File: src/jts_pkg.sv
// Package for the job table scheduler: field widths, codes, datapath
// command and status types, controller state type. No dependencies.
package jts_pkg;

  localparam int FIELD_W   = 16;
  localparam int CLOCK_W   = 21;
  localparam int LEFT_W    = 5;
  localparam int MODE_W    = 2;
  localparam int CFG_IDX_W = 2;
  localparam int SUM_W     = 32;

  localparam logic [CLOCK_W-1:0] CLOCK_MAX = '1;

  localparam logic [MODE_W-1:0] MODE_FCFS = 2'd0;
  localparam logic [MODE_W-1:0] MODE_SJF  = 2'd1;
  localparam logic [MODE_W-1:0] MODE_RR   = 2'd2;

  localparam logic [CFG_IDX_W-1:0] REG_MODE  = 2'd0;
  localparam logic [CFG_IDX_W-1:0] REG_SLICE = 2'd1;

  localparam logic REQ_PUSH     = 1'b0;
  localparam logic REQ_DISPATCH = 1'b1;

  typedef enum logic [1:0] {
    ST_PUSH_OK    = 2'd0,
    ST_FULL       = 2'd1,
    ST_DISPATCHED = 2'd2,
    ST_EMPTY      = 2'd3
  } status_t;

  typedef enum logic [4:0] {
    OP_NONE, OP_LOAD, OP_REJECT, OP_EMPTY,
    OP_PUSH_RD, OP_PUSH_SHIFT, OP_PUSH_PUT,
    OP_HEAD_RD, OP_FCFS_GET,
    OP_SJF_FIRST, OP_SJF_RD, OP_SJF_CMP, OP_SJF_DONE,
    OP_RR_RD, OP_RR_GET,
    OP_DROP_RD, OP_DROP_WR, OP_DROP_DONE,
    OP_EMIT
  } dp_op_t;

  typedef struct packed {
    dp_op_t op;
  } dp_cmd_t;

  typedef struct packed {
    logic count_zero;
    logic table_full;
    logic mode_sjf;
    logic mode_rr;
    logic idx_one;
    logic push_shift;
    logic scan_more;
    logic scan_hit;
    logic drop_more;
    logic rr_fits;
    logic out_free;
  } dp_status_t;

  typedef enum logic [4:0] {
    S_IDLE, S_REJECT, S_EMPTY,
    S_PUSH_RD, S_PUSH_CMP, S_PUSH_PUT,
    S_FCFS_RD, S_FCFS_GET,
    S_SJF_HEAD, S_SJF_FIRST, S_SJF_RD, S_SJF_CMP,
    S_RR_RD, S_RR_GET,
    S_DROP_RD, S_DROP_WR,
    S_EMIT
  } ctrl_state_t;

endpackage

File: src/jts_if.sv
// Channel interfaces of the job table scheduler: request, result and
// configuration write. Depends on jts_pkg.
interface jts_req_if;
  import jts_pkg::*;
  logic               valid;
  logic               ready;
  logic               req_type;
  logic [FIELD_W-1:0] arrival_time;
  logic [FIELD_W-1:0] burst_length;
  modport source (output valid, req_type, arrival_time, burst_length, input ready);
  modport sink (input valid, req_type, arrival_time, burst_length, output ready);
endinterface

interface jts_res_if;
  import jts_pkg::*;
  logic               valid;
  logic               ready;
  logic [1:0]         status;
  logic [FIELD_W-1:0] task_arrival;
  logic [FIELD_W-1:0] task_burst;
  logic               task_removed;
  logic [CLOCK_W-1:0] finish_time;
  logic [LEFT_W-1:0]  entries_left;
  modport source (output valid, status, task_arrival, task_burst, task_removed,
                  finish_time, entries_left, input ready);
  modport sink (input valid, status, task_arrival, task_burst, task_removed,
                finish_time, entries_left, output ready);
endinterface

interface jts_cfg_if;
  import jts_pkg::*;
  logic                 valid;
  logic                 ready;
  logic [CFG_IDX_W-1:0] index;
  logic [FIELD_W-1:0]   data;
  modport source (output valid, index, data, input ready);
  modport sink (input valid, index, data, output ready);
endinterface

File: src/jts_ctrl.sv
// Controller of the job table scheduler: sequences push, dispatch and
// entry-move steps. Depends on jts_pkg.
module jts_ctrl
  import jts_pkg::*;
(
  input  logic       clk,
  input  logic       rst_n,
  input  logic       req_valid,
  input  logic       req_type,
  output logic       req_ready,
  input  dp_status_t sts,
  output dp_cmd_t    cmd
);

  ctrl_state_t state_r, state_nxt;

  always_ff @(posedge clk) begin
    if (!rst_n) begin
      state_r <= S_IDLE;
    end else begin
      state_r <= state_nxt;
    end
  end

  always_comb begin
    state_nxt = state_r;
    cmd.op    = OP_NONE;
    req_ready = 1'b0;
    case (state_r)
      S_IDLE: begin
        // no word is taken while reset is held
        req_ready = rst_n;
        if (req_valid && rst_n) begin
          cmd.op = OP_LOAD;
          if (req_type == REQ_PUSH) begin
            if (sts.table_full)      state_nxt = S_REJECT;
            else if (sts.count_zero) state_nxt = S_PUSH_PUT;
            else                     state_nxt = S_PUSH_RD;
          end else begin
            if (sts.count_zero)    state_nxt = S_EMPTY;
            else if (sts.mode_sjf) state_nxt = S_SJF_HEAD;
            else if (sts.mode_rr)  state_nxt = S_RR_RD;
            else                   state_nxt = S_FCFS_RD;
          end
        end
      end
      S_REJECT: begin
        cmd.op    = OP_REJECT;
        state_nxt = S_EMIT;
      end
      S_EMPTY: begin
        cmd.op    = OP_EMPTY;
        state_nxt = S_EMIT;
      end
      S_PUSH_RD: begin
        cmd.op    = OP_PUSH_RD;
        state_nxt = S_PUSH_CMP;
      end
      S_PUSH_CMP: begin
        if (sts.push_shift) begin
          cmd.op    = OP_PUSH_SHIFT;
          state_nxt = sts.idx_one ? S_PUSH_PUT : S_PUSH_RD;
        end else begin
          state_nxt = S_PUSH_PUT;
        end
      end
      S_PUSH_PUT: begin
        cmd.op    = OP_PUSH_PUT;
        state_nxt = S_EMIT;
      end
      S_FCFS_RD: begin
        cmd.op    = OP_HEAD_RD;
        state_nxt = S_FCFS_GET;
      end
      S_FCFS_GET: begin
        cmd.op    = OP_FCFS_GET;
        state_nxt = S_DROP_RD;
      end
      S_SJF_HEAD: begin
        cmd.op    = OP_HEAD_RD;
        state_nxt = S_SJF_FIRST;
      end
      S_SJF_FIRST: begin
        cmd.op    = OP_SJF_FIRST;
        state_nxt = S_SJF_RD;
      end
      S_SJF_RD: begin
        if (sts.scan_more) begin
          cmd.op    = OP_SJF_RD;
          state_nxt = S_SJF_CMP;
        end else begin
          cmd.op    = OP_SJF_DONE;
          state_nxt = S_DROP_RD;
        end
      end
      S_SJF_CMP: begin
        if (sts.scan_hit) begin
          cmd.op    = OP_SJF_CMP;
          state_nxt = S_SJF_RD;
        end else begin
          cmd.op    = OP_SJF_DONE;
          state_nxt = S_DROP_RD;
        end
      end
      S_RR_RD: begin
        cmd.op    = OP_RR_RD;
        state_nxt = S_RR_GET;
      end
      S_RR_GET: begin
        cmd.op    = OP_RR_GET;
        state_nxt = sts.rr_fits ? S_DROP_RD : S_EMIT;
      end
      S_DROP_RD: begin
        if (sts.drop_more) begin
          cmd.op    = OP_DROP_RD;
          state_nxt = S_DROP_WR;
        end else begin
          cmd.op    = OP_DROP_DONE;
          state_nxt = S_EMIT;
        end
      end
      S_DROP_WR: begin
        cmd.op    = OP_DROP_WR;
        state_nxt = S_DROP_RD;
      end
      S_EMIT: begin
        if (sts.out_free) begin
          cmd.op    = OP_EMIT;
          state_nxt = S_IDLE;
        end
      end
      default: begin
        state_nxt = S_IDLE;
      end
    endcase
  end

endmodule

File: src/jts_datapath.sv
// Datapath of the job table scheduler: task table memory, counters,
// SJF clock, rotation position, config registers, result register.
// Depends on jts_pkg.
module jts_datapath
  import jts_pkg::*;
#(
  parameter int TABLE_DEPTH = 16,
  parameter int VALUE_WIDTH = 16
) (
  input  logic                 clk,
  input  logic                 rst_n,
  input  dp_cmd_t              cmd,
  output dp_status_t           sts,
  input  logic [FIELD_W-1:0]   req_arrival,
  input  logic [FIELD_W-1:0]   req_burst,
  input  logic                 cfg_we,
  input  logic [CFG_IDX_W-1:0] cfg_index,
  input  logic [FIELD_W-1:0]   cfg_data,
  input  logic                 res_ready,
  output logic                 res_valid,
  output logic [1:0]           res_status,
  output logic [FIELD_W-1:0]   res_arrival,
  output logic [FIELD_W-1:0]   res_burst,
  output logic                 res_removed,
  output logic [CLOCK_W-1:0]   res_finish,
  output logic [LEFT_W-1:0]    res_left
);

  localparam int AW = $clog2(TABLE_DEPTH);
  localparam int CW = $clog2(TABLE_DEPTH + 1);
  localparam int VW = VALUE_WIDTH;
  localparam int KW = (VW > CLOCK_W) ? VW : CLOCK_W;
  localparam int MW = (VW > FIELD_W) ? VW : FIELD_W;

  // table memory, one write and one registered read per cycle
  logic [VW-1:0] arr_mem [TABLE_DEPTH];
  logic [VW-1:0] bst_mem [TABLE_DEPTH];
  logic [VW-1:0] rd_a_r, rd_b_r;

  logic [MODE_W-1:0]  mode_r;
  logic [FIELD_W-1:0] slice_r;
  logic [CW-1:0]      count_r;
  logic [KW-1:0]      clock_r;
  logic [AW-1:0]      rot_r;
  logic [CW-1:0]      idx_r;
  logic [AW-1:0]      best_r;
  logic [VW-1:0]      new_a_r, new_b_r, best_a_r, best_b_r;

  status_t            st_r;
  logic [VW-1:0]      r_arr_r, r_bst_r;
  logic               r_rem_r;
  logic [CLOCK_W-1:0] r_fin_r;

  logic               out_valid_r;
  status_t            out_st_r;
  logic [VW-1:0]      out_arr_r, out_bst_r;
  logic               out_rem_r;
  logic [CLOCK_W-1:0] out_fin_r;
  logic [CW-1:0]      out_left_r;

  logic [AW-1:0]      raddr;
  logic               we;
  logic [AW-1:0]      waddr;
  logic [VW-1:0]      wdata_a, wdata_b;

  logic [CW-1:0]      rr_pos_w;
  logic [CW-1:0]      rr_next_w;
  logic [SUM_W-1:0]   sum_w;
  logic [CLOCK_W-1:0] sat_w;
  logic [CW:0]        idx_inc_w;
  logic [CW-1:0]      cnt_dec_w;
  logic [AW-1:0]      rot_dec_w;
  logic [CW-1:0]      idx_m1_w;
  logic [CW-1:0]      idx_p1_w;
  logic               out_free_w;

  assign rr_pos_w   = (CW'(rot_r) >= count_r) ? '0 : CW'(rot_r);
  assign rr_next_w  = CW'(best_r) + CW'(1);
  assign sum_w      = SUM_W'(clock_r) + SUM_W'(best_b_r);
  assign sat_w      = (sum_w > SUM_W'(CLOCK_MAX)) ? CLOCK_MAX : sum_w[CLOCK_W-1:0];
  assign idx_inc_w  = {1'b0, idx_r} + (CW+1)'(1);
  assign idx_m1_w   = idx_r - CW'(1);
  assign idx_p1_w   = idx_r + CW'(1);
  assign cnt_dec_w  = count_r - CW'(1);
  assign rot_dec_w  = (best_r < rot_r) ? rot_r - AW'(1) : rot_r;
  assign out_free_w = !out_valid_r || res_ready;

  always_comb begin
    sts.count_zero = (count_r == '0);
    sts.table_full = (count_r >= CW'(TABLE_DEPTH));
    sts.mode_sjf   = (mode_r == MODE_SJF);
    sts.mode_rr    = (mode_r == MODE_RR);
    sts.idx_one    = (idx_r == CW'(1));
    // stored entry sorts at or after the new task: it moves up one slot
    sts.push_shift = (rd_a_r > new_a_r) || ((rd_a_r == new_a_r) && (rd_b_r >= new_b_r));
    sts.scan_more  = (idx_r < count_r);
    sts.scan_hit   = (KW'(rd_a_r) <= clock_r);
    sts.drop_more  = (idx_inc_w < {1'b0, count_r});
    sts.rr_fits    = (MW'(rd_b_r) <= MW'(slice_r));
    sts.out_free   = out_free_w;
  end

  always_comb begin
    raddr   = '0;
    we      = 1'b0;
    waddr   = idx_r[AW-1:0];
    wdata_a = rd_a_r;
    wdata_b = rd_b_r;
    case (cmd.op)
      OP_PUSH_RD:    raddr = idx_m1_w[AW-1:0];
      OP_PUSH_SHIFT: we = 1'b1;
      OP_PUSH_PUT: begin
        we      = 1'b1;
        wdata_a = new_a_r;
        wdata_b = new_b_r;
      end
      OP_SJF_RD:     raddr = idx_r[AW-1:0];
      OP_RR_RD:      raddr = rr_pos_w[AW-1:0];
      OP_RR_GET: begin
        we      = !sts.rr_fits;
        waddr   = best_r;
        wdata_b = VW'(MW'(rd_b_r) - MW'(slice_r));
      end
      OP_DROP_RD:    raddr = idx_p1_w[AW-1:0];
      OP_DROP_WR:    we = 1'b1;
      default:       raddr = '0;
    endcase
  end

  always_ff @(posedge clk) begin
    if (we) begin
      arr_mem[waddr] <= wdata_a;
      bst_mem[waddr] <= wdata_b;
    end
    rd_a_r <= arr_mem[raddr];
    rd_b_r <= bst_mem[raddr];
  end

  // control state
  always_ff @(posedge clk) begin
    if (!rst_n) begin
      mode_r      <= MODE_FCFS;
      slice_r     <= FIELD_W'(1);
      count_r     <= '0;
      clock_r     <= '0;
      rot_r       <= '0;
      out_valid_r <= 1'b0;
    end else begin
      if (cfg_we) begin
        if (cfg_index == REG_MODE)       mode_r  <= cfg_data[MODE_W-1:0];
        else if (cfg_index == REG_SLICE) slice_r <= cfg_data;
      end
      case (cmd.op)
        OP_PUSH_PUT: begin
          if (count_r != '0 && idx_r[AW-1:0] <= rot_r) rot_r <= rot_r + AW'(1);
          count_r <= count_r + CW'(1);
        end
        OP_SJF_FIRST: begin
          if (KW'(rd_a_r) > clock_r) clock_r <= KW'(rd_a_r);
        end
        OP_SJF_DONE: clock_r <= KW'(sat_w);
        OP_RR_RD:    rot_r <= rr_pos_w[AW-1:0];
        OP_RR_GET: begin
          if (!sts.rr_fits) rot_r <= (rr_next_w >= count_r) ? '0 : rr_next_w[AW-1:0];
        end
        OP_DROP_DONE: begin
          count_r <= cnt_dec_w;
          rot_r   <= (CW'(rot_dec_w) >= cnt_dec_w) ? '0 : rot_dec_w;
          if (cnt_dec_w == '0) clock_r <= '0;
        end
        default: count_r <= count_r;
      endcase
      if (cmd.op == OP_EMIT)  out_valid_r <= 1'b1;
      else if (res_ready)     out_valid_r <= 1'b0;
    end
  end

  // payload
  always_ff @(posedge clk) begin
    case (cmd.op)
      OP_LOAD: begin
        new_a_r <= VW'(req_arrival);
        new_b_r <= VW'(req_burst);
        idx_r   <= count_r;
      end
      OP_REJECT, OP_EMPTY, OP_PUSH_PUT: begin
        st_r    <= (cmd.op == OP_REJECT) ? ST_FULL :
                   (cmd.op == OP_EMPTY) ? ST_EMPTY : ST_PUSH_OK;
        r_arr_r <= '0;
        r_bst_r <= '0;
        r_rem_r <= 1'b0;
        r_fin_r <= '0;
      end
      OP_PUSH_SHIFT: idx_r <= idx_m1_w;
      OP_FCFS_GET: begin
        st_r    <= ST_DISPATCHED;
        r_arr_r <= rd_a_r;
        r_bst_r <= rd_b_r;
        r_rem_r <= 1'b1;
        r_fin_r <= '0;
        idx_r   <= '0;
        best_r  <= '0;
      end
      OP_SJF_FIRST: begin
        best_r   <= '0;
        best_a_r <= rd_a_r;
        best_b_r <= rd_b_r;
        idx_r    <= CW'(1);
      end
      OP_SJF_CMP: begin
        if (rd_b_r < best_b_r) begin
          best_r   <= idx_r[AW-1:0];
          best_a_r <= rd_a_r;
          best_b_r <= rd_b_r;
        end
        idx_r <= idx_p1_w;
      end
      OP_SJF_DONE: begin
        st_r    <= ST_DISPATCHED;
        r_arr_r <= best_a_r;
        r_bst_r <= best_b_r;
        r_rem_r <= 1'b1;
        r_fin_r <= sat_w;
        idx_r   <= CW'(best_r);
      end
      OP_RR_RD: begin
        idx_r  <= rr_pos_w;
        best_r <= rr_pos_w[AW-1:0];
      end
      OP_RR_GET: begin
        st_r    <= ST_DISPATCHED;
        r_arr_r <= rd_a_r;
        r_bst_r <= rd_b_r;
        r_rem_r <= sts.rr_fits;
        r_fin_r <= '0;
      end
      OP_DROP_WR: idx_r <= idx_p1_w;
      OP_EMIT: begin
        out_st_r   <= st_r;
        out_arr_r  <= r_arr_r;
        out_bst_r  <= r_bst_r;
        out_rem_r  <= r_rem_r;
        out_fin_r  <= r_fin_r;
        out_left_r <= count_r;
      end
      default: idx_r <= idx_r;
    endcase
  end

  assign res_valid   = out_valid_r;
  assign res_status  = out_st_r;
  assign res_arrival = FIELD_W'(out_arr_r);
  assign res_burst   = FIELD_W'(out_bst_r);
  assign res_removed = out_rem_r;
  assign res_finish  = out_fin_r;
  assign res_left    = LEFT_W'(out_left_r);

endmodule

File: src/job_table_scheduler.sv
// Job table scheduler top level: controller plus datapath.
// Depends on jts_pkg, jts_if, jts_ctrl, jts_datapath.
//
// Usage: in_ch carries requests (req_type 0 pushes a task given by
// arrival_time and burst_length, 1 dispatches one scheduling step). Every
// request returns exactly one word on out_ch. cfg_ch writes scheduling_mode
// (index 0) or time_slice (index 1); it is ready out of reset. It is to be
// written only while the block is idle; the block itself does not enforce it.
// Processing: one request is processed at a time. A push reads the table
// from the top down and moves up one slot each entry that sorts at or after
// the new task, then writes the task; a reject or an empty dispatch goes
// straight to the result. FCFS and round robin removal close the gap behind
// the removed task entry by entry; round robin without removal writes back
// the reduced burst. SJF scans the tasks that have arrived by its clock,
// then closes the gap. All steps share the single read port of the table.
// The result sits in an output register: in_ch takes the next request while
// an earlier word waits, and the block holds its next result until out_ch
// is free again.
// Reset empties the table, clears the SJF clock and rotation position, sets
// FCFS mode and a slice of 1. The table memory itself is not cleared.
module job_table_scheduler
  import jts_pkg::*;
#(
  parameter int TABLE_DEPTH = 16,
  parameter int VALUE_WIDTH = 16
) (
  input  logic      clk,
  input  logic      rst_n,
  jts_req_if.sink   in_ch,
  jts_res_if.source out_ch,
  jts_cfg_if.sink   cfg_ch
);

  dp_cmd_t    cmd;
  dp_status_t sts;

  assign cfg_ch.ready = rst_n;

  jts_ctrl u_ctrl (
    .clk       (clk),
    .rst_n     (rst_n),
    .req_valid (in_ch.valid),
    .req_type  (in_ch.req_type),
    .req_ready (in_ch.ready),
    .sts       (sts),
    .cmd       (cmd)
  );

  jts_datapath #(
    .TABLE_DEPTH (TABLE_DEPTH),
    .VALUE_WIDTH (VALUE_WIDTH)
  ) u_datapath (
    .clk         (clk),
    .rst_n       (rst_n),
    .cmd         (cmd),
    .sts         (sts),
    .req_arrival (in_ch.arrival_time),
    .req_burst   (in_ch.burst_length),
    .cfg_we      (cfg_ch.valid & cfg_ch.ready),
    .cfg_index   (cfg_ch.index),
    .cfg_data    (cfg_ch.data),
    .res_ready   (out_ch.ready),
    .res_valid   (out_ch.valid),
    .res_status  (out_ch.status),
    .res_arrival (out_ch.task_arrival),
    .res_burst   (out_ch.task_burst),
    .res_removed (out_ch.task_removed),
    .res_finish  (out_ch.finish_time),
    .res_left    (out_ch.entries_left)
  );

endmodule

File: src/flat_wrapper.sv
// flat-port wrapper written by rule: the top's interface ports become plain ports
module job_table_scheduler_flat import jts_pkg::*;
#(
  parameter int TABLE_DEPTH = 16,
  parameter int VALUE_WIDTH = 16
)
  (clk, rst_n, in_ch_valid, in_ch_req_type, in_ch_arrival_time, in_ch_burst_length, in_ch_ready, out_ch_valid, out_ch_status, out_ch_task_arrival, out_ch_task_burst, out_ch_task_removed, out_ch_finish_time, out_ch_entries_left, out_ch_ready, cfg_ch_valid, cfg_ch_index, cfg_ch_data, cfg_ch_ready);
  jts_req_if in_ch_i ();
  jts_res_if out_ch_i ();
  jts_cfg_if cfg_ch_i ();
  input  logic clk;
  input  logic rst_n;
  input wire logic [$bits(in_ch_i.valid)-1:0] in_ch_valid;
  input wire logic [$bits(in_ch_i.req_type)-1:0] in_ch_req_type;
  input wire logic [$bits(in_ch_i.arrival_time)-1:0] in_ch_arrival_time;
  input wire logic [$bits(in_ch_i.burst_length)-1:0] in_ch_burst_length;
  output wire logic [$bits(in_ch_i.ready)-1:0] in_ch_ready;
  output wire logic [$bits(out_ch_i.valid)-1:0] out_ch_valid;
  output wire logic [$bits(out_ch_i.status)-1:0] out_ch_status;
  output wire logic [$bits(out_ch_i.task_arrival)-1:0] out_ch_task_arrival;
  output wire logic [$bits(out_ch_i.task_burst)-1:0] out_ch_task_burst;
  output wire logic [$bits(out_ch_i.task_removed)-1:0] out_ch_task_removed;
  output wire logic [$bits(out_ch_i.finish_time)-1:0] out_ch_finish_time;
  output wire logic [$bits(out_ch_i.entries_left)-1:0] out_ch_entries_left;
  input wire logic [$bits(out_ch_i.ready)-1:0] out_ch_ready;
  input wire logic [$bits(cfg_ch_i.valid)-1:0] cfg_ch_valid;
  input wire logic [$bits(cfg_ch_i.index)-1:0] cfg_ch_index;
  input wire logic [$bits(cfg_ch_i.data)-1:0] cfg_ch_data;
  output wire logic [$bits(cfg_ch_i.ready)-1:0] cfg_ch_ready;
  assign in_ch_i.valid = in_ch_valid;
  assign in_ch_i.req_type = in_ch_req_type;
  assign in_ch_i.arrival_time = in_ch_arrival_time;
  assign in_ch_i.burst_length = in_ch_burst_length;
  assign in_ch_ready = in_ch_i.ready;
  assign out_ch_valid = out_ch_i.valid;
  assign out_ch_status = out_ch_i.status;
  assign out_ch_task_arrival = out_ch_i.task_arrival;
  assign out_ch_task_burst = out_ch_i.task_burst;
  assign out_ch_task_removed = out_ch_i.task_removed;
  assign out_ch_finish_time = out_ch_i.finish_time;
  assign out_ch_entries_left = out_ch_i.entries_left;
  assign out_ch_i.ready = out_ch_ready;
  assign cfg_ch_i.valid = cfg_ch_valid;
  assign cfg_ch_i.index = cfg_ch_index;
  assign cfg_ch_i.data = cfg_ch_data;
  assign cfg_ch_ready = cfg_ch_i.ready;
  job_table_scheduler #(.TABLE_DEPTH(TABLE_DEPTH), .VALUE_WIDTH(VALUE_WIDTH)) u_core (.clk(clk), .rst_n(rst_n), .in_ch(in_ch_i), .out_ch(out_ch_i), .cfg_ch(cfg_ch_i));
endmodule
File: config.mk
export PLATFORM = sky130hd
export DESIGN_NAME = job_table_scheduler_flat
export DESIGN_NICKNAME = d
export VERILOG_FILES = /design/src/jts_pkg.sv /design/src/jts_if.sv /design/src/jts_ctrl.sv /design/src/jts_datapath.sv /design/src/job_table_scheduler.sv /design/src/flat_wrapper.sv
export SDC_FILE = /design/constraint.sdc
export NUM_CORES = 1
export LEC_CHECK = 0
export BUFFER_PORTS_ARGS = -buffer_cell sky130_fd_sc_hd__buf_2
export CAP_MARGIN = 0
export CORE_MARGIN = 2
export CORE_UTILIZATION = 35
export CTS_CLUSTER_DIAMETER = 80
export DETAILED_ROUTE_END_ITERATION = 10
export PLACE_DENSITY = 0.61
export SETUP_SLACK_MARGIN = 0.2
export SLEW_MARGIN = 20
export SYNTH_ARGS = -nofsm -noshare
export SYNTH_HDL_FRONTEND = slang
export SYNTH_HIERARCHICAL = 1
export SYNTH_SLANG_ARGS = --single-unit
File: constraint.sdc
create_clock -name clk -period 9 [get_ports clk]
set_input_delay 2.25 -clock clk [delete_from_list [all_inputs] [get_ports clk]]
set_output_delay 2.25 -clock clk [all_outputs]
set_load 0.02 [all_outputs]
==> impl_metrics.env, run 1 <==
export IMPL_wl_per_cell_um=21.92
export IMPL_rsz0062_at_grt="false"
export IMPL_cts_sinks=788
export IMPL_grt_total_usage=0.1837
export IMPL_postRouteAntennaNets=0
export IMPL_dr_pass1_iters=6
export IMPL_yosysWarnings=6
export IMPL_synth_edff_count=702
export IMPL_crit_type="flop to flop"
export IMPL_yosys_area_share_simple=0.1209
export IMPL_status="complete, no violations"
export IMPL_fin_tns_setup_ns=0
export IMPL_reg2reg_depth=19
export IMPL_r2r_start="u_core/u_datapath/rd_b_r[0]"
export IMPL_fmax_ghz=0.1355
export IMPL_synthAdderAreaFrac=0.04885
export IMPL_diodes=0
export IMPL_wirelength_um=95480
export IMPL_port_buffers=119
export IMPL_cts_tree="done"
export IMPL_r2r_end="u_core/u_datapath/bst_mem[0][7]"
export IMPL_nNetsFinal=3192
export IMPL_ys_seq_elements=788
export IMPL_yosysUniqueCellTypes=87
export IMPL_layout_drive_gt1_share=0.1157
export IMPL_gp_congestion=0.9259
export IMPL_fp_dieW_um=319.7
export IMPL_antenna_found_initial=1
export IMPL_cap_violations=0
export IMPL_grt_pass1_wl_um=143400
export IMPL_initialDrtViolationCount=2672
export IMPL_grt_pass1_vias=22210
export IMPL_dieHeight_um=319.7
export IMPL_register_area_um2=22800
export IMPL_netlist_instances=2888
export IMPL_post_cts_setup_buffers=0
export IMPL_synth_area_per_cell_um2=12.08
export IMPL_synth_area_leaders="edfxtp_1 60%, nand2_1 6.1%, dfxtp_1 4.9%, ha_1 4.8%, a21oi_1 3.4%"
export IMPL_final_setup_viol_count=0
export IMPL_coreArea_um2=98560
export IMPL_synthFlopType="edfxtp_1"
export IMPL_p_clk_frac=0.269
export IMPL_place_inst=4203
export IMPL_relSlewSlack=0.1741
export IMPL_cts_root_buf="clkbuf_16"
export IMPL_worst_pin_slew_ns=1.233
export IMPL_cts_buffers=82
export IMPL_hold_buffers=0
export IMPL_hold_ws_ns=0.4175
export IMPL_worstPathArrival_ns=7.65
export IMPL_fin_cells=4355
export IMPL_syn_nets=3079
export IMPL_netlist_area_um2=34890
export IMPL_layout_cells_most_common="edfxtp_1"
export IMPL_drc=0
export IMPL_place_area_um2=37040
export IMPL_dr_total_vias=23570
export IMPL_clkTransAtPathRegs_ns=0.06
export IMPL_post_dp_hpwl_um=64190
export IMPL_synth_xor_area_frac=0.01080
export IMPL_cts_resized=0
export IMPL_p_comb_frac=0.278
export IMPL_powerDensity_nw_per_um2=308.3
export IMPL_power_share_switching=0.3543
export IMPL_core_rowCount=115
export IMPL_critPathMaxFanout=32
export IMPL_timing_final_crit_share=0.8198
export IMPL_skew_ns=0.03845
export IMPL_ys_seq_area_frac=0.6536
export IMPL_synth_top_area_frac=0.6043
export IMPL_max_vdd_ir_drop_mv=0.2598
export IMPL_clkLatencyLatePin_ns=0.66
export IMPL_critPathLaunchType="flop"
export IMPL_clockBufferDepth=3
export IMPL_boundaryPins=120
export IMPL_regToRegSetupSlack_ns=1.62
export IMPL_area_growth_pct=13.74
export IMPL_route_detailed_vias_per_inst=5.411
export IMPL_synthArstFlopShare=0
export IMPL_drv_slew=0
export IMPL_fill_cells=9163
export IMPL_p_sw_w=0.004334
export IMPL_p_int_w=0.007899
export IMPL_postLayoutCoreUtil=0.4026
export IMPL_p_leak_nw=13.78
export IMPL_crit_end="u_core/u_datapath/bst_mem[0][7]"
export IMPL_mostFrequentLayoutCells="702 x edfxtp_1, 561 x nand2_1, 234 x a21oi_1"
export IMPL_synth_top_family_by_area="simple AND/OR/NAND/NOR gates"
export IMPL_critPathRequiredTime_ns=9.27
export IMPL_floorplan_initialDensity=0.3539
export IMPL_grt_overflow_total=0
export IMPL_cts_htree_levels=3
export IMPL_muxShareOfSynthArea=0.02012
export IMPL_postLayoutCellArea_um2=39680
export IMPL_hold_path_class="flop to flop"
export IMPL_grt_max_degree=81
export IMPL_critPathCaptureType="flop"
export IMPL_synth_compound_area_share=0.1130
export IMPL_yosys_area_top_type="edfxtp_1"
export IMPL_hold_violations=0
export IMPL_pwr_share_seq=0.453
export IMPL_period_needed_ns=7.378
export IMPL_dieArea_um2=102200
export IMPL_multi_input_area_um2=11190
export IMPL_worstSetupStartpoint="u_core/u_datapath/rd_b_r[0]"
==> sequential cells by signal, indices dropped and copies added, names as in the netlist, 21 cells and up <==
signal	cells
u_core/u_datapath/r_fin_r	21
u_core/u_datapath/bst_mem	256
u_core/u_datapath/clock_r	21
u_core/u_datapath/arr_mem	256
u_core/u_datapath/res_finish	21
==> power by group through the flow <==
stage,sequential [W],clock (W),combinational (W)
after detailed placement,0.00560,0,0.00335
after global placement,0.00559,0,0.00330
after CTS,0.00553,0.00335,0.00336
final,0.00554,0.00329,0.00340
after floorplan,0.00532,0,0.00214
after global routing,0.00557,0.00349,0.00375
==> through the flow <==
| step | worst slack (ns) | power [W] |
|---|---|---|
| 2_1_floorplan | 1.814 | 0.007462 |
| 3_5_place_dp | 1.783 | 0.008942 |
| 4_1_cts | 1.750 | 0.01224 |
| 6_report | 1.622 | 0.01223 |
| 3_3_place_gp | 1.829 | 0.008894 |
| 5_1_grt | 1.339 | 0.01281 |
==> critical path, stage by stage (launching register included) <==
cell      delay (ns)
dfxtp_1         0.55
inv_1           0.12
ha_1            0.30
nand2b_1        0.14
a21o_1          0.17
a21oi_1         0.21
o21ai_0         0.12
o211ai_1        0.12
a21oi_1         0.09
o21ai_0         0.47
a41oi_1         0.38
o311ai_1        0.37
nand3_1         0.69
nor2b_1         0.59
nand2_1         0.51
o21ai_0         0.24
nand2b_1        0.11
o32ai_1         0.38
nand2_1         0.46
nor2_4          0.96
==> cell families (layout without fill, tap and decap cells) <==
kind of cell	after synthesis	in the layout
simple gates	962	962
flops	788	788
compound gates	631	631
buf+inv	259	439
fa+ha+maj	135	135
mux	70	70
xor+xnor	43	43
==> synthesized netlist by cell type, types with 5 or more instances <==
cell / count
a211oi_1: 14
a21o_1: 19
a21oi_1: 236
a221oi_1: 6
a22o_1: 18
a22oi_1: 18
a31oi_1: 58
a32oi_1: 35
and2_1: 8
and3_1: 9
buf_1: 7
buf_2: 57
buf_4: 10
buf_6: 6
clkbuf_1: 67
dfxtp_1: 86
edfxtp_1: 702
ha_1: 133
inv_1: 109
mux2i_1: 69
nand2_1: 563
nand2b_1: 29
nand3_1: 112
nand3b_1: 7
nand4_1: 16
nor2_1: 129
nor2b_1: 22
nor3_1: 25
nor3b_1: 8
nor4_1: 6
o211ai_1: 11
o21a_1: 13
o21ai_0: 104
o21ai_1: 6
o21bai_1: 6
o22ai_1: 34
o32ai_1: 5
xnor2_1: 25
xor2_1: 18
==> area by class of cell <==
cell class | count | area share
Clock buffer | 115 | 0.05663
Clock inverter | 36 | 0.008924
Inverter | 111 | 0.01050
Multi-Input combinational cell | 1841 | 0.2821
Sequential cell | 788 | 0.5747
Tap cell | 1287 | 0.04058
Timing Repair Buffer | 177 | 0.02661
==> routing by layer <==
layer | up-vias | GRT usage | routed length (µm)
met4 | 0 | 0.04015 | 1746
met3 | 130 | 0.02793 | 8036
met1 | 11590 | 0.2779 | 43610
met5 | - | 0 | 0
met2 | 975 | 0.2773 | 42090
li1 | 10880 | - | -
==> how the worst min path moves through the flow <==
stage / from / endpoint / slack, ns / depth (start not counted)
after floorplan: u_core/u_datapath/r_arr_r[0] / u_core/u_datapath/res_arrival[0] / 0.40 / 0
after global placement: u_core/u_datapath/r_bst_r[4] / u_core/u_datapath/res_burst[4] / 0.40 / 0
after detailed placement: u_core/u_datapath/r_arr_r[0] / u_core/u_datapath/res_arrival[0] / 0.40 / 0
after CTS: u_core/u_datapath/r_arr_r[1] / u_core/u_datapath/res_arrival[1] / 0.42 / 0
after global routing: u_core/u_datapath/r_fin_r[11] / u_core/u_datapath/res_finish[11] / 0.42 / 0
final: u_core/u_datapath/r_fin_r[11] / u_core/u_datapath/res_finish[11] / 0.42 / 0
Note: power is estimated with default switching activity, not from simulation.
==> run 2, diff against run 1 <==
- PLACE_DENSITY: 0.61 -> 0.63
- clock period: 9 -> 6.25 ns (I/O delays scaled with it)
==> impl_metrics.env, run 2 (synthesis gave the netlist of run 1 again) <==
export IMPL_dieArea_um2=102200
export IMPL_dr_total_vias=24070
export IMPL_postLayoutCoreUtil=0.4155
export IMPL_grt_max_degree=59
export IMPL_period_needed_ns=5.671
export IMPL_drc=0
export IMPL_layout_drive_gt1_share=0.1447
export IMPL_grt_pass1_vias=22950
export IMPL_cts_tree="done"
export IMPL_final_setup_viol_count=0
export IMPL_relSlewSlack=0.2398
export IMPL_postLayoutCellArea_um2=40950
export IMPL_cts_sinks=788
export IMPL_worstPathArrival_ns=6.09
export IMPL_rsz0062_at_grt="false"
export IMPL_reg2reg_depth=22
export IMPL_dieHeight_um=319.7
export IMPL_mostFrequentLayoutCells="702 x edfxtp_1, 561 x nand2_1, 234 x a21oi_1"
export IMPL_gp_congestion=0.9186
export IMPL_worst_pin_slew_ns=1.128
export IMPL_cts_root_buf="clkbuf_16"
export IMPL_place_area_um2=38150
export IMPL_port_buffers=119
export IMPL_core_rowCount=115
export IMPL_initialDrtViolationCount=2258
export IMPL_fmax_ghz=0.1763
export IMPL_grt_pass1_wl_um=144900
export IMPL_fin_tns_setup_ns=0
export IMPL_hold_violations=0
export IMPL_grt_total_usage=0.1857
export IMPL_clockBufferDepth=3
export IMPL_clkTransAtPathRegs_ns=0.05
export IMPL_post_cts_setup_buffers=0
export IMPL_boundaryPins=120
export IMPL_post_dp_hpwl_um=65260
export IMPL_p_leak_nw=14.46
export IMPL_cpPeakStageDelay_ns=0.56
export IMPL_hold_path_class="flop to flop"
export IMPL_wirelength_um=97010
export IMPL_slowest_stage="edfxtp_1"
export IMPL_cap_violations=0
export IMPL_hold_ws_ns=0.4125
export IMPL_timing_final_crit_share=0.9073
export IMPL_coreArea_um2=98560
export IMPL_critPathLaunchType="flop"
export IMPL_floorplan_initialDensity=0.3539
export IMPL_cts_htree_levels=3
export IMPL_drv_slew=0
export IMPL_antenna_found_initial=1
export IMPL_dr_pass1_iters=7
export IMPL_route_detailed_vias_per_inst=5.399
export IMPL_skew_ns=0.03208
export IMPL_critPathMaxFanout=11
export IMPL_whs_path_depth=0
export IMPL_clkLatencyLatePin_ns=0.65
export IMPL_cts_buffers=84
export IMPL_power_total_w=0.01808
export IMPL_critPathCaptureType="flop"
export IMPL_crit_type="flop to flop"
export IMPL_max_vdd_ir_drop_mv=0.2426
export IMPL_wl_per_cell_um=21.76
export IMPL_largestRegisters="u_core/u_datapath/arr_mem: 256 flops, u_core/u_datapath/bst_mem: 256 flops"
export IMPL_grt_overflow_total=0
export IMPL_area_growth_pct=17.38
export IMPL_powerDensity_nw_per_um2=441.5
export IMPL_status="complete, no violations"
export IMPL_fp_dieW_um=319.7
export IMPL_postRouteAntennaNets=0
export IMPL_nNetsFinal=3292
export IMPL_hold_buffers=0
export IMPL_critPathRequiredTime_ns=6.67
export IMPL_crit_path_cell_trace="inv_1 -> ha_1 -> ha_1 -> a21oi_1 -> nor2b_1 -> o21ai_0 -> nand2b_1 -> a221oi_1 -> buf_4 -> inv_1 -> a21oi_1 -> o221ai_1 -> a31oi_2 -> nand3b_4 -> a211oi_4 -> o211ai_1 -> and2_2 -> nand3_2 -> buf_4 -> o22ai_1 -> a31oi_1 -> nand3_1"
export IMPL_layout_cells_most_common="edfxtp_1"
export IMPL_cts_resized=0
==> run 2: routing by layer <==
metal	track usage	up-vias	share of wire
met4	0.05231	0	0.025
met2	0.2973	1000	0.47
met3	0.03312	154	0.079
met1	0.2586	11830	0.43
li1	-	11090	-
met5	0	-	0
==> run 2: layout make-up <==
class                           instances  area (µm²)
Inverter                              111       416.7
Multi-Input combinational cell       1841       11170
Antenna cell                            1       2.502
Timing Repair Buffer                  275        2150
Sequential cell                       788       22800
Tap cell                             1287        1610
Clock buffer                          117        2296
Clock inverter                         39       499.2
Fill cell                            9042       57610
==> run 2: final timing paths <==
path | startpoint | to | slack (ns)
min | u_core/u_datapath/r_fin_r[5] | u_core/u_datapath/res_finish[5] | 0.41
max reg2reg | u_core/u_datapath/idx_r[0] | u_core/u_datapath/rd_a_r[8] | 0.58
min reg2reg | u_core/u_datapath/r_fin_r[5] | u_core/u_datapath/res_finish[5] | 0.41
max | u_core/u_datapath/idx_r[0] | u_core/u_datapath/rd_a_r[8] | 0.58
==> run 2: worst max-delay path, delay by kind of cell, from the launching register on <==
family                     cells  cell delay [ns]
AOI/OAI and AO/OA             10             2.24
adders and majority gates      2             0.69
buffers and inverters          4             0.67
DFF                            1             0.56
and+or+nand+nor                6             1.27
==> run 2: power breakdown <==
group	leakage [nW]	switching (W)	internal, W
clock network	1.36	0.00206	0.00296
registers	7.08	0.000521	0.00722
logic	6.02	0.00356	0.00177
total	14.5	0.00614	0.0119
==> run 2: stage by stage <==
| step | instances | worst slack (ns) |
|---|---|---|
| after global routing | 4458 | 0.2080 |
| after CTS | 4458 | 0.6402 |
| after global placement | 4301 | 0.7098 |
| after floorplan | 2888 | 0.5246 |
| final | 4459 | 0.5791 |
| after detailed placement | 4302 | 0.6943 |
